$ cat src/sv/gff_pkg.sv
package gff_pkg;

    localparam int COORD_BITS     = 3;
    localparam int OUT_LABEL_BITS = 8;

    typedef enum logic
    {
        FUNC_WRITE = 1'b0,
        FUNC_QUERY = 1'b1
    } func_t;

    typedef struct packed
    {
        func_t                     func;
        logic [COORD_BITS-1:0]     first_index;
        logic [COORD_BITS-1:0]     second_index;
        logic [OUT_LABEL_BITS-1:0] label_value;
    } item_t;

    typedef struct packed
    {
        logic [COORD_BITS-1:0]     member_first;
        logic [COORD_BITS-1:0]     member_second;
        logic [OUT_LABEL_BITS-1:0] region_label;
        logic                      last_member;
    } result_t;

    // Grid position as held on the search stack
    typedef struct packed
    {
        logic [COORD_BITS-1:0] first;
        logic [COORD_BITS-1:0] second;
    } coord_t;

    typedef struct packed
    {
        logic rd;
        logic wr;
        logic wr_visited;
    } cell_cmd_t;

    typedef struct packed
    {
        logic clear;
        logic push;
        logic pop;
    } stack_cmd_t;

    typedef enum logic [1:0]
    {
        DIR_FIRST_INC  = 2'd0,
        DIR_FIRST_DEC  = 2'd1,
        DIR_SECOND_INC = 2'd2,
        DIR_SECOND_DEC = 2'd3
    } dir_t;

    typedef enum logic [3:0]
    {
        ST_IDLE,
        ST_CLEAR,
        ST_SEED_RD,
        ST_SEED_WR,
        ST_POP,
        ST_POP_WAIT,
        ST_NB_RD,
        ST_NB_CHK,
        ST_EMIT
    } state_t;

endpackage

$ cat src/sv/gff_ram.sv
module gff_ram #(
    parameter int WIDTH = 8,
    parameter int DEPTH = 64
) (
    input  logic                     clk,
    input  logic                     wr_en,
    input  logic [$clog2(DEPTH)-1:0] wr_addr,
    input  logic [WIDTH-1:0]         wr_data,
    input  logic                     rd_en,
    input  logic [$clog2(DEPTH)-1:0] rd_addr,
    output logic [WIDTH-1:0]         rd_data
);

    logic [WIDTH-1:0] mem_reg [DEPTH];
    logic [WIDTH-1:0] rd_data_reg;

    always_ff @(posedge clk)
    begin
        if (wr_en)
        begin
            mem_reg[wr_addr] <= wr_data;
        end
        if (rd_en)
        begin
            rd_data_reg <= mem_reg[rd_addr];
        end
    end

    assign rd_data = rd_data_reg;

endmodule

$ cat src/sv/gff_cell_store.sv
module gff_cell_store
    import gff_pkg::*;
#(
    parameter int CELLS      = 64,
    parameter int LABEL_BITS = 8
) (
    input  logic                     clk,
    input  logic                     rst_n,
    input  cell_cmd_t                cmd,
    input  logic [$clog2(CELLS)-1:0] rd_addr,
    input  logic [$clog2(CELLS)-1:0] wr_addr,
    input  logic [LABEL_BITS-1:0]    wr_label,
    output logic [LABEL_BITS-1:0]    rd_label,
    output logic                     rd_visited
);

    logic [CELLS-1:0]    valid_reg;
    logic                rd_valid_reg;
    logic [LABEL_BITS:0] ram_rdata;

    // Entry layout: visited flag above the label
    gff_ram #(
        .WIDTH (LABEL_BITS + 1),
        .DEPTH (CELLS)
    ) u_ram (
        .clk     (clk),
        .wr_en   (cmd.wr),
        .wr_addr (wr_addr),
        .wr_data ({cmd.wr_visited, wr_label}),
        .rd_en   (cmd.rd),
        .rd_addr (rd_addr),
        .rd_data (ram_rdata)
    );

    // An entry never written since reset reads as label zero, not visited
    always_ff @(posedge clk or negedge rst_n)
    begin
        if (!rst_n)
        begin
            valid_reg    <= '0;
            rd_valid_reg <= 1'b0;
        end
        else
        begin
            if (cmd.wr)
            begin
                valid_reg[wr_addr] <= 1'b1;
            end
            if (cmd.rd)
            begin
                rd_valid_reg <= valid_reg[rd_addr];
            end
        end
    end

    assign rd_label   = rd_valid_reg ? ram_rdata[LABEL_BITS-1:0] : '0;
    assign rd_visited = rd_valid_reg & ram_rdata[LABEL_BITS];

endmodule

$ cat src/sv/gff_stack.sv
module gff_stack
    import gff_pkg::*;
#(
    parameter int CELLS = 64
) (
    input  logic                       clk,
    input  logic                       rst_n,
    input  stack_cmd_t                 cmd,
    input  coord_t                     push_data,
    output coord_t                     top_data,
    output logic [$clog2(CELLS+1)-1:0] depth
);

    localparam int AW = $clog2(CELLS);
    localparam int DW = $clog2(CELLS + 1);

    logic [DW-1:0] depth_reg;
    logic [DW-1:0] depth_next;
    logic [DW-1:0] depth_dec;

    assign depth_dec = depth_reg - DW'(1);

    always_comb
    begin
        depth_next = depth_reg;
        priority if (cmd.clear)
        begin
            depth_next = '0;
        end
        else if (cmd.push)
        begin
            depth_next = depth_reg + DW'(1);
        end
        else if (cmd.pop)
        begin
            depth_next = depth_dec;
        end
    end

    always_ff @(posedge clk or negedge rst_n)
    begin
        if (!rst_n)
        begin
            depth_reg <= '0;
        end
        else
        begin
            depth_reg <= depth_next;
        end
    end

    // Push writes at the current depth, pop reads the entry below it
    gff_ram #(
        .WIDTH ($bits(coord_t)),
        .DEPTH (CELLS)
    ) u_ram (
        .clk     (clk),
        .wr_en   (cmd.push),
        .wr_addr (depth_reg[AW-1:0]),
        .wr_data (push_data),
        .rd_en   (cmd.pop),
        .rd_addr (depth_dec[AW-1:0]),
        .rd_data (top_data)
    );

    assign depth = depth_reg;

endmodule

$ cat src/sv/gff_seq.sv
module gff_seq
    import gff_pkg::*;
#(
    parameter int GRID_SIDE  = 8,
    parameter int LABEL_BITS = 8
) (
    input  logic                                       clk,
    input  logic                                       rst_n,
    input  logic                                       item_valid,
    output logic                                       item_ready,
    input  item_t                                      item,
    output logic                                       result_valid,
    input  logic                                       result_ready,
    output result_t                                    result,
    output cell_cmd_t                                  cell_cmd,
    output logic [$clog2(GRID_SIDE*GRID_SIDE)-1:0]     cell_rd_addr,
    output logic [$clog2(GRID_SIDE*GRID_SIDE)-1:0]     cell_wr_addr,
    output logic [LABEL_BITS-1:0]                      cell_wr_label,
    input  logic [LABEL_BITS-1:0]                      cell_rd_label,
    input  logic                                       cell_rd_visited,
    output stack_cmd_t                                 stk_cmd,
    output coord_t                                     stk_push_data,
    input  coord_t                                     stk_top_data,
    input  logic [$clog2(GRID_SIDE*GRID_SIDE+1)-1:0]   stk_depth
);

    localparam int CELLS = GRID_SIDE * GRID_SIDE;
    localparam int AW    = $clog2(CELLS);
    localparam int DW    = $clog2(CELLS + 1);

    localparam logic [COORD_BITS:0]   SIDE     = (COORD_BITS + 1)'(GRID_SIDE);
    localparam logic [COORD_BITS-1:0] SIDE_MAX = COORD_BITS'(GRID_SIDE - 1);
    localparam logic [DW-1:0]         CELLS_D  = DW'(CELLS);

    function automatic logic [AW-1:0] cell_addr(input coord_t c);
        logic [6:0] lin;
        lin = 7'(c.first) * 7'(GRID_SIDE) + 7'(c.second);
        return lin[AW-1:0];
    endfunction

    state_t                  state_reg, state_next;
    logic [DW-1:0]           sweep_reg, sweep_next;
    coord_t                  seed_reg, seed_next;
    logic [LABEL_BITS-1:0]   seed_label_reg, seed_label_next;
    coord_t                  cur_reg, cur_next;
    dir_t                    dir_reg, dir_next;
    result_t                 result_reg, result_next;
    logic                    result_valid_reg, result_valid_next;

    logic          item_fire;
    logic          item_in_grid;
    coord_t        item_pos;
    coord_t        nb;
    logic          nb_ok;
    logic          nb_take;
    logic          dir_last;
    logic          result_load;
    logic [DW-1:0] sweep_dec;

    assign item_ready     = (state_reg == ST_IDLE);
    assign item_fire      = item_valid & item_ready;
    assign item_pos.first  = item.first_index;
    assign item_pos.second = item.second_index;
    assign item_in_grid   = ({1'b0, item.first_index} < SIDE)
                          && ({1'b0, item.second_index} < SIDE);
    assign dir_last       = (dir_reg == DIR_SECOND_DEC);
    assign nb_take        = !cell_rd_visited && (cell_rd_label == seed_label_reg);
    assign result_load    = (state_reg == ST_EMIT) && (!result_valid_reg || result_ready);
    assign sweep_dec      = sweep_reg - DW'(1);

    // Neighbour of the current cell in the current direction
    always_comb
    begin
        nb    = cur_reg;
        nb_ok = 1'b0;
        unique case (dir_reg)
            DIR_FIRST_INC:
            begin
                nb_ok    = (cur_reg.first != SIDE_MAX);
                nb.first = cur_reg.first + COORD_BITS'(1);
            end
            DIR_FIRST_DEC:
            begin
                nb_ok    = (cur_reg.first != '0);
                nb.first = cur_reg.first - COORD_BITS'(1);
            end
            DIR_SECOND_INC:
            begin
                nb_ok     = (cur_reg.second != SIDE_MAX);
                nb.second = cur_reg.second + COORD_BITS'(1);
            end
            DIR_SECOND_DEC:
            begin
                nb_ok     = (cur_reg.second != '0);
                nb.second = cur_reg.second - COORD_BITS'(1);
            end
        endcase
    end

    // Next state
    always_comb
    begin
        state_next = state_reg;
        unique case (state_reg)
            ST_IDLE:
            begin
                if (item_fire && item_in_grid && (item.func == FUNC_QUERY))
                begin
                    state_next = ST_CLEAR;
                end
            end
            ST_CLEAR:
            begin
                if (sweep_reg == CELLS_D)
                begin
                    state_next = ST_SEED_RD;
                end
            end
            ST_SEED_RD:  state_next = ST_SEED_WR;
            ST_SEED_WR:  state_next = ST_POP;
            ST_POP:
            begin
                state_next = (stk_depth == '0) ? ST_IDLE : ST_POP_WAIT;
            end
            ST_POP_WAIT: state_next = ST_NB_RD;
            ST_NB_RD:
            begin
                if (nb_ok)
                begin
                    state_next = ST_NB_CHK;
                end
                else if (dir_last)
                begin
                    state_next = ST_EMIT;
                end
            end
            ST_NB_CHK:
            begin
                state_next = dir_last ? ST_EMIT : ST_NB_RD;
            end
            ST_EMIT:
            begin
                if (result_load)
                begin
                    state_next = ST_POP;
                end
            end
            default:     state_next = ST_IDLE;
        endcase
    end

    // Memory controls
    always_comb
    begin
        cell_cmd      = '0;
        cell_rd_addr  = '0;
        cell_wr_addr  = '0;
        cell_wr_label = cell_rd_label;
        stk_cmd       = '0;
        stk_push_data = nb;
        unique case (state_reg)
            ST_IDLE:
            begin
                if (item_fire && item_in_grid)
                begin
                    if (item.func == FUNC_WRITE)
                    begin
                        cell_cmd.wr   = 1'b1;
                        cell_wr_addr  = cell_addr(item_pos);
                        cell_wr_label = LABEL_BITS'(item.label_value);
                    end
                    else
                    begin
                        stk_cmd.clear = 1'b1;
                    end
                end
            end
            ST_CLEAR:
            begin
                // Read one entry ahead, write back the previous with visited dropped
                cell_cmd.rd  = (sweep_reg != CELLS_D);
                cell_rd_addr = sweep_reg[AW-1:0];
                cell_cmd.wr  = (sweep_reg != '0);
                cell_wr_addr = sweep_dec[AW-1:0];
            end
            ST_SEED_RD:
            begin
                cell_cmd.rd  = 1'b1;
                cell_rd_addr = cell_addr(seed_reg);
            end
            ST_SEED_WR:
            begin
                cell_cmd.wr         = 1'b1;
                cell_cmd.wr_visited = 1'b1;
                cell_wr_addr        = cell_addr(seed_reg);
                stk_cmd.push        = 1'b1;
                stk_push_data       = seed_reg;
            end
            ST_POP:
            begin
                stk_cmd.pop = (stk_depth != '0);
            end
            ST_NB_RD:
            begin
                cell_cmd.rd  = nb_ok;
                cell_rd_addr = cell_addr(nb);
            end
            ST_NB_CHK:
            begin
                if (nb_take)
                begin
                    cell_cmd.wr         = 1'b1;
                    cell_cmd.wr_visited = 1'b1;
                    cell_wr_addr        = cell_addr(nb);
                    stk_cmd.push        = 1'b1;
                end
            end
            default:
            begin
            end
        endcase
    end

    // Datapath registers
    always_comb
    begin
        sweep_next        = sweep_reg;
        seed_next         = seed_reg;
        seed_label_next   = seed_label_reg;
        cur_next          = cur_reg;
        dir_next          = dir_reg;
        result_next       = result_reg;
        result_valid_next = result_valid_reg;

        if (result_valid_reg && result_ready)
        begin
            result_valid_next = 1'b0;
        end

        unique case (state_reg)
            ST_IDLE:
            begin
                sweep_next = '0;
                if (item_fire)
                begin
                    seed_next = item_pos;
                end
            end
            ST_CLEAR:    sweep_next      = sweep_reg + DW'(1);
            ST_SEED_WR:  seed_label_next = cell_rd_label;
            ST_POP_WAIT:
            begin
                cur_next = stk_top_data;
                dir_next = DIR_FIRST_INC;
            end
            ST_NB_RD:
            begin
                if (!nb_ok)
                begin
                    dir_next = dir_t'(dir_reg + 2'd1);
                end
            end
            ST_NB_CHK:   dir_next = dir_t'(dir_reg + 2'd1);
            ST_EMIT:
            begin
                if (result_load)
                begin
                    result_next.member_first  = cur_reg.first;
                    result_next.member_second = cur_reg.second;
                    result_next.region_label  = OUT_LABEL_BITS'(seed_label_reg);
                    result_next.last_member   = (stk_depth == '0);
                    result_valid_next         = 1'b1;
                end
            end
            default:
            begin
            end
        endcase
    end

    always_ff @(posedge clk or negedge rst_n)
    begin
        if (!rst_n)
        begin
            state_reg        <= ST_IDLE;
            sweep_reg        <= '0;
            dir_reg          <= DIR_FIRST_INC;
            result_valid_reg <= 1'b0;
        end
        else
        begin
            state_reg        <= state_next;
            sweep_reg        <= sweep_next;
            dir_reg          <= dir_next;
            result_valid_reg <= result_valid_next;
        end
    end

    always_ff @(posedge clk)
    begin
        seed_reg       <= seed_next;
        seed_label_reg <= seed_label_next;
        cur_reg        <= cur_next;
        result_reg     <= result_next;
    end

    assign result_valid = result_valid_reg;
    assign result       = result_reg;

endmodule

$ cat src/sv/grid_flood_fill_group.sv
// Flood-fill unit over a GRID_SIDE x GRID_SIDE grid of class labels.
// Input channel (item_valid/item_ready/item): a write transaction stores one
// cell label and completes in the cycle it is accepted, so writes can follow
// back to back; a query transaction searches the 4-connected region sharing
// the seed cell's label.
// Output channel (result_valid/result_ready/result): one transaction per
// region member in depth-first pop order, last_member set on the final one.
// A query with a position off the grid, and every write, gives no result.
// Course of a query: a visited-flag sweep over all GRID_SIDE*GRID_SIDE cells,
// a read and a marking write for the seed, then per member a pop, a stack
// read, a read and a check for each in-grid neighbour, a step for each
// direction off the grid and a load of the result, and at the end a pop
// that finds the stack empty.
// The single read port of the cell memory sets the per-neighbour cost.
// One item is in work at a time: item_ready is high only between queries.
// When the receiver stalls, the finished member waits in the output register
// and the search holds until it is taken.
// Reset clears the label grid to zero through per-cell valid flags, empties
// the stack and drops any pending result; no reset sweep is needed.
module grid_flood_fill_group
    import gff_pkg::*;
#(
    parameter int GRID_SIDE  = 8,
    parameter int LABEL_BITS = 8
) (
    input  logic    clk,
    input  logic    rst_n,
    input  logic    item_valid,
    output logic    item_ready,
    input  item_t   item,
    output logic    result_valid,
    input  logic    result_ready,
    output result_t result
);

    localparam int CELLS = GRID_SIDE * GRID_SIDE;
    localparam int AW    = $clog2(CELLS);
    localparam int DW    = $clog2(CELLS + 1);

    cell_cmd_t             cell_cmd;
    logic [AW-1:0]         cell_rd_addr;
    logic [AW-1:0]         cell_wr_addr;
    logic [LABEL_BITS-1:0] cell_wr_label;
    logic [LABEL_BITS-1:0] cell_rd_label;
    logic                  cell_rd_visited;
    stack_cmd_t            stk_cmd;
    coord_t                stk_push_data;
    coord_t                stk_top_data;
    logic [DW-1:0]         stk_depth;

    gff_seq #(
        .GRID_SIDE  (GRID_SIDE),
        .LABEL_BITS (LABEL_BITS)
    ) u_seq (
        .clk             (clk),
        .rst_n           (rst_n),
        .item_valid      (item_valid),
        .item_ready      (item_ready),
        .item            (item),
        .result_valid    (result_valid),
        .result_ready    (result_ready),
        .result          (result),
        .cell_cmd        (cell_cmd),
        .cell_rd_addr    (cell_rd_addr),
        .cell_wr_addr    (cell_wr_addr),
        .cell_wr_label   (cell_wr_label),
        .cell_rd_label   (cell_rd_label),
        .cell_rd_visited (cell_rd_visited),
        .stk_cmd         (stk_cmd),
        .stk_push_data   (stk_push_data),
        .stk_top_data    (stk_top_data),
        .stk_depth       (stk_depth)
    );

    gff_cell_store #(
        .CELLS      (CELLS),
        .LABEL_BITS (LABEL_BITS)
    ) u_cells (
        .clk        (clk),
        .rst_n      (rst_n),
        .cmd        (cell_cmd),
        .rd_addr    (cell_rd_addr),
        .wr_addr    (cell_wr_addr),
        .wr_label   (cell_wr_label),
        .rd_label   (cell_rd_label),
        .rd_visited (cell_rd_visited)
    );

    gff_stack #(
        .CELLS (CELLS)
    ) u_stack (
        .clk       (clk),
        .rst_n     (rst_n),
        .cmd       (stk_cmd),
        .push_data (stk_push_data),
        .top_data  (stk_top_data),
        .depth     (stk_depth)
    );

endmodule

$ cat config.mk
export PLATFORM = sky130hd
export DESIGN_NAME = grid_flood_fill_group
export DESIGN_NICKNAME = d
export VERILOG_FILES = /design/src/sv/gff_pkg.sv /design/src/sv/gff_ram.sv /design/src/sv/gff_cell_store.sv /design/src/sv/gff_stack.sv /design/src/sv/gff_seq.sv /design/src/sv/grid_flood_fill_group.sv
export SDC_FILE = /design/constraint.sdc
export NUM_CORES = 1
export LEC_CHECK = 0
export BUFFER_PORTS_ARGS = -buffer_cell sky130_fd_sc_hd__buf_2
export CELL_PAD_IN_SITES_DETAIL_PLACEMENT = 1
export CELL_PAD_IN_SITES_GLOBAL_PLACEMENT = 2
export CORE_MARGIN = 8
export CORE_UTILIZATION = 43
export CTS_CLUSTER_DIAMETER = 200
export DETAILED_ROUTE_END_ITERATION = 8
export GPL_TIMING_DRIVEN = 0
export PLACE_DENSITY = 0.78
export SLEW_MARGIN = 10
export SYNTH_ARGS = -nofsm -noshare
export SYNTH_HDL_FRONTEND = slang
export SYNTH_SLANG_ARGS = --single-unit
$ cat constraint.sdc
create_clock -name clk -period 4.53 [get_ports clk]
set_clock_uncertainty 0.05 [all_clocks]
set_input_delay 0.6795 -clock clk [delete_from_list [all_inputs] [get_ports clk]]
set_output_delay 0.6795 -clock clk [all_outputs]
set_load 0.02 [all_outputs]
==> impl_metrics.py, run 1 <==
metrics = {
    "drt": {
        "wl_per_cell_um": 29.4,
        "viasPerCell": 5.90,
        "wirelength_um": 134000,
        "drc_errors": 0,
        "first_pass_iters": 5,
        "vias": 26900,
        "drt_iter0_drc": 2642,
        "postRouteAntennaNets": 0,
    },
    "grt": {
        "gr-usage-all-layers": 0.236,
        "grt_pass1_wl_um": 197000,
        "grt_max_degree": 74,
        "grt_pass1_vias": 28800,
        "antenna_found_initial": 1,
        "grt_overflow": 0,
    },
    "cts": {
        "clock_sinks": 1096,
        "htreeDepth": 3,
        "clk_pin_slew_ns": 0.06,
        "clockRootBuffer": "clkbuf_16",
        "numCtsBuffers": 113,
        "cts_tree": "done",
        "clk_latency_ns": 0.71,
        "clock_path_buffers": 3,
    },
    "critical_path": {
        "worstPathArrival_ns": 4.90,
        "cp-end-kind": "register",
        "cp_max_fo": 10,
        "worstSetupPathType": "register to register",
        "cp.required_ns": 4.80,
        "crit_path_start_kind": "register",
    },
    "synthesis": {
        "synth_simple_gate_area_frac": 0.118,
        "synth.area.mux_share": 0.0851,
        "mappedNetlistNets": 2943,
        "yosysUniqueCellTypes": 79,
        "synth-compound-area-share": 0.0397,
        "ys_seq_area_frac": 0.732,
        "synth-seq-cells": 1096,
        "synth_fa_ha_area_frac": 0.00367,
        "syn-cell-area_mm2": 0.0444,
        "synthXorXnorAreaFrac": 0.00415,
        "synthFlopType": "edfxtp_1",
        "synth_warnings": 0,
        "synthArstFlopShare": 0.0785,
        "synth_top_family_by_area": "simple AND/OR/NAND/NOR gates",
        "synth_enable_flop_cells": 1010,
        "syn_inst": 2911,
        "syn_avg_cell_area_um2": 15.2,
    },
    "power_and_ir_drop": {
        "p_total_mw": 37.0,
        "power_density_mw_per_mm2": 719,
        "p_int_mw": 23.3,
        "p_sw_frac": 0.370,
        "power.share.sequential": 0.372,
        "switching_power_mw": 13.7,
        "ir_worst_vdd_uv": 492,
        "leakage_nw": 17.7,
        "power_frac_clock": 0.250,
        "p_comb_frac": 0.378,
    },
    "floorplan": {
        "io_pins": 36,
        "start_util": 0.431,
        "floorplan.core_area_mm2": 0.103,
        "core.rowCount": 118,
        "fp.dieH_um": 337,
        "die_w_um": 337,
        "fp.dieArea_mm2": 0.114,
    },
    "placement": {
        "dpl.hpwl_um": 92200,
        "gp_congestion": 0.887,
        "port_buffers": 35,
        "post_dp_cell_area_mm2": 0.0468,
    },
    "timing": {
        "setup_viol": 70,
        "hold_viol": 0,
        "tightest_slew_ns": 1.25,
        "fin_ws_ns": -0.104,
        "report.final.slew_viol_count": 0,
        "fmax_ghz": 0.216,
        "rsz0062_at_grt": "true",
        "relSlewSlack": 0.165,
        "final.period_utilization": 1.02,
        "min_period_ns": 4.63,
    },
    "status": {
        "violations": "setup timing",
        "outcome": "finished with violations",
    },
    "final_layout": {
        "nNetsFinal": 3123,
        "final_area_mm2": 0.0514,
        "syn2layout_area_growth_pct": 15.9,
        "layout_commonest_cell": "edfxtp_1",
        "mostFrequentLayoutCells": "1010 x edfxtp_1, 571 x nand2_1, 222 x nand3_1",
        "largest_reg_flops": 576,
        "drive_gt1_frac": 0.209,
    },
    "flow_run": {
        "cap_violations": 0,
    },
    "worst_hold_path": {
        "hp-class": "input pin to register",
    },
}
## power by group through the flow
stage          clock network (mW)  logic (mW)  registers, mW
6_report                     9.25        14.0           13.7
5_1_grt                      9.69        14.7           13.8
4_1_cts                      9.36        13.8           13.7
3_5_place_dp                    0        13.5           13.9
3_3_place_gp                    0        12.4           14.2
2_1_floorplan                   0        7.57           13.9
## metrics by stage
stage               worst slack [ns]  std cells  hold slack (ns)  utilization  setup TNS (ns)
floorplan                   -0.00755       2911            0.334            -          -0.967
global placement               -5.03       4326            0.355        0.450        -1427.86
detailed placement             -1.37       4344            0.357        0.455         -404.81
CTS                           -0.204       4560           0.0843        0.495           -8.69
global route                  -0.258       4567            0.100        0.500          -30.58
finish                        -0.104       4568            0.133        0.500           -3.71
## cell type report
cell class | count | area (um2)
fill | 9931 | 51500
sequential | 1096 | 32500
multi-input combinational | 1634 | 11800
clock buffer | 151 | 3170
tap | 1380 | 1730
buffer | 154 | 850
timing repair buffer | 71 | 823
clock inverter | 60 | 513
inverter | 21 | 78.8
antenna | 1 | 2.50
## worst paths after layout
path	startpoint	end	slack, ns	depth (start not counted)
worst min-delay path	item[12]	u_seq.seed_reg[4]$_DFFE_PP_	0.13	1
worst min register to register	u_stack.u_ram.rd_data[5]$_DFFE_PP_	u_seq.cur_reg[5]$_DFFE_PP_	0.37	0
max in group asynchronous	rst_n	u_cells.valid_reg[14]$_DFFE_PN0P_	3.21	3
worst max register to register	u_seq.dir_reg[1]$_DFFE_PN0P_	u_cells.u_ram.mem_reg[18][4]$_DFFE_PP_	-0.10	12
min in group asynchronous	rst_n	u_seq.dir_reg[0]$_DFFE_PN0P_	0.49	2
worst max-delay path	u_seq.dir_reg[1]$_DFFE_PN0P_	u_cells.u_ram.mem_reg[18][4]$_DFFE_PP_	-0.10	12
## per-layer routing
metal	part of all wire	vias up	wire length [um]	global-route usage
met5	0	-	0	0
met2	0.50	1106	66900	0.403
met4	0.042	0	5660	0.0966
met1	0.40	14100	53500	0.301
li1	-	11500	-	-
met3	0.062	271	8280	0.0371
## timing repair
item / CTS / global route
endpoints found under the hold margin: 33 / 0
gates resized for setup: 152 / 93
endpoints found under the setup margin: 944 / 606
hold buffers: 1 / 0
setup buffers: 7 / 10
pin swaps: 8 / 14
## cells by family (layout without fill, tap and decap cells)
logic type,count (synthesis),after routing
AND/OR/NAND/NOR,1168,1168
buffers and inverters,181,457
adder cells (fa/ha/maj),13,13
other,0,1
AO/OA/AOI/OAI,236,236
multiplexers,196,196
flip-flops,1096,1096
XOR/XNOR,21,21
## critical path, cell delays in order (launching register included)
cell and delay [ns]:
dfrtp_1 0.42, inv_1 0.11, ha_1 0.26, xor2_1 0.17, ha_1 0.23, or3_1 0.32, o221ai_1 0.10, xor2_1 0.43
inv_1 0.09, a21boi_1 0.57, nor2b_1 0.26, nand2_1 0.38, nor2_2 0.84
## cell usage after synthesis, types with 19 or more instances
library cell,count,share of area
dfrtp_1,86,0.049
buf_1,23,0.0019
a31oi_1,29,0.0041
nor2_1,171,0.014
a311oi_1,24,0.0047
nand3_1,224,0.025
mux2i_1,43,0.0097
inv_1,21,0.0018
a22oi_1,19,0.0032
clkbuf_1,83,0.0070
mux4_2,144,0.073
o21ai_0,31,0.0035
a32oi_1,37,0.0073
edfxtp_1,1010,0.68
or2_2,51,0.0072
nand2_1,574,0.049
and3_1,49,0.0069
buf_2,46,0.0052
Power figures use the tool's default switching activity.
==> run 2, diff against run 1 <==
--- a/config.mk
+++ b/config.mk
@@ -9,11 +9,11 @@
 export CELL_PAD_IN_SITES_DETAIL_PLACEMENT = 1
 export CELL_PAD_IN_SITES_GLOBAL_PLACEMENT = 2
 export CORE_MARGIN = 8
-export CORE_UTILIZATION = 43
+export CORE_UTILIZATION = 40
 export CTS_CLUSTER_DIAMETER = 200
 export DETAILED_ROUTE_END_ITERATION = 8
 export GPL_TIMING_DRIVEN = 0
-export PLACE_DENSITY = 0.78
+export PLACE_DENSITY = 0.74
 export SLEW_MARGIN = 10
 export SYNTH_ARGS = -nofsm -noshare
 export SYNTH_HDL_FRONTEND = slang
==> run 2 against run 1 <==
- global-route usage is 1.6 points lower
- via count is 0.23% lower
- sequential share of layout area is 0.46 points lower
- power is 0.96% higher
- cell count is 2.5% higher
- the run still ends with setup timing left
- highest routed layer unchanged
- critical path depth is 2 higher
- register-to-register slack better by 0.09 ns
- design area is 0.74% higher
- hold slack worse by 0.018 ns
- critical path type unchanged
==> impl_metrics.py, run 2 (synthesis results as in run 1) <==
metrics = {
    "timing": {
        "relSlewSlack": 0.107,
        "min_period_ns": 4.54,
        "fmax_ghz": 0.220,
        "holdWs_ns": 0.115,
        "report.final.slew_viol_count": 0,
        "hold_viol": 0,
        "fin_setup_tns_ns": -0.0150,
        "tightest_slew_ns": 1.33,
        "fin_ws_ns": -0.0150,
        "setup_viol": 1,
        "rsz0062_at_grt": "true",
        "final.period_utilization": 1.00,
    },
    "drt": {
        "drt_iter0_drc": 2639,
        "viasPerCell": 5.74,
        "postRouteAntennaNets": 0,
        "first_pass_iters": 5,
        "wirelength_um": 136000,
        "vias": 26900,
        "wl_per_cell_um": 29.1,
        "drc_errors": 0,
    },
    "critical_path": {
        "cp-end-kind": "register",
        "worstPathArrival_ns": 4.90,
        "crit_path_start_kind": "register",
        "worstSetupPathType": "register to register",
        "cp_max_fo": 10,
        "cp-startpoint": "u_seq.dir_reg[0]$_DFFE_PN0P_",
        "r2r_start": "u_seq.dir_reg[0]$_DFFE_PN0P_",
        "cp.required_ns": 4.88,
    },
    "grt": {
        "grt_overflow": 0,
        "gr-usage-all-layers": 0.219,
        "grt_max_degree": 74,
        "grt_pass1_wl_um": 196000,
        "antenna_found_initial": 1,
        "grt_pass1_vias": 27800,
    },
    "cts": {
        "clockRootBuffer": "clkbuf_16",
        "clock_sinks": 1096,
        "cts_tree": "done",
        "numCtsBuffers": 112,
        "clock_path_buffers": 3,
        "htreeDepth": 3,
        "clk_latency_ns": 0.74,
        "clk_pin_slew_ns": 0.07,
    },
    "placement": {
        "gp_congestion": 0.880,
        "dp_cells": 4450,
        "post_dp_cell_area_mm2": 0.0469,
        "dpl.hpwl_um": 93200,
        "pre_cts_ws_ns": -1.42,
        "port_buffers": 35,
    },
    "final_layout": {
        "final_area_mm2": 0.0518,
        "utilization": 0.469,
        "largest_reg_flops": 576,
        "layout_commonest_cell": "edfxtp_1",
        "drive_gt1_frac": 0.220,
        "nNetsFinal": 3127,
        "syn2layout_area_growth_pct": 16.7,
        "diodes": 0,
        "mostFrequentLayoutCells": "1010 x edfxtp_1, 564 x nand2_1, 221 x nand3_1",
        "stdcell_count": 4681,
    },
    "floorplan": {
        "core.rowCount": 122,
        "die_w_um": 349,
        "start_util": 0.402,
        "fp.dieH_um": 349,
        "io_pins": 36,
        "fp.dieArea_mm2": 0.122,
        "floorplan.core_area_mm2": 0.110,
    },
    "worst_hold_path": {
        "min_from": "item[12]",
        "hp-class": "input pin to register",
    },
    "status": {
        "outcome": "finished with violations",
        "violations": "setup timing",
    },
    "power_and_ir_drop": {
        "power_density_mw_per_mm2": 721,
        "leakage_nw": 17.8,
        "p_total_mw": 37.3,
        "ir_worst_vdd_uv": 397,
    },
    "flow_run": {
        "cap_violations": 0,
    },
}
## run 2: changes by cell type in the layout (fill, tap and decap cells not counted), sizes merged
cell	delta
clkdlybuf4s15	-1
clkbuf	-13
bufinv	+3
diode	-1
a21bo	+1
inv	-2
clkinv	+20
clkinvlp	-4
buf	+2
## run 2: worst max-delay path: stages, from the launching register on
cell and delay [ns]:
dfrtp_2 0.46, ha_1 0.23, buf_2 0.20, xor2_1 0.19, ha_1 0.29, o21a_1 0.15
o21ai_2 0.12, nand2_1 0.11, buf_2 0.50, nor2_4 0.21, clkbuf_2 0.39, a32oi_1 0.36
nand3_1 0.21, a22oi_2 0.40, o211ai_1 0.32
## run 2: timing repair
action / in CTS / in global routing
buffers inserted: 6 / 17
cloned: 0 / 1
pin swaps: 13 / 29
setup endpoints to repair: 988 / 686
hold endpoints to repair: 32 / 0
hold buffers: 1 / 0
gates resized for setup: 159 / 115
## run 2: layout make-up
cell class | count | area [um2]
buffer | 154 | 850
clock buffer | 135 | 3000
clock inverter | 77 | 751
fill | 10700 | 58600
inverter | 21 | 78.8
multi-input combinational | 1635 | 11900
sequential | 1096 | 32500
tap | 1488 | 1860
timing repair buffer | 75 | 815
## run 2: metal layers
layer	track usage	routed length, um	share of wire	vias up
li1	-	-	-	11500
met1	0.281	55000	0.40	14100
met2	0.371	67600	0.50	998
met3	0.0361	7550	0.055	280
met4	0.0908	6180	0.045	0
met5	0	0	0	-
## run 2: worst paths after layout
check                                                     endpoint  slack [ns]  cells past startpoint
worst max-delay path            u_cells.u_ram.rd_data[5]$_DFFE_PP_       -0.01                     14
worst min-delay path                   u_seq.seed_reg[4]$_DFFE_PP_        0.12                      1
worst max register to register  u_cells.u_ram.rd_data[5]$_DFFE_PP_       -0.01                     14
worst min register to register          u_seq.cur_reg[4]$_DFFE_PP_        0.37                      0
max in group asynchronous             u_seq.dir_reg[0]$_DFFE_PN0P_        3.34                      3
min in group asynchronous         u_cells.valid_reg[9]$_DFFE_PN0P_        0.38                      2
## run 2: power by group
part	internal [mW]	total, mW	switching, mW
clock network	5.27	9.38	4.10
logic	4.59	14.2	9.61
registers	13.4	13.7	0.311
total	23.3	37.3	14.0
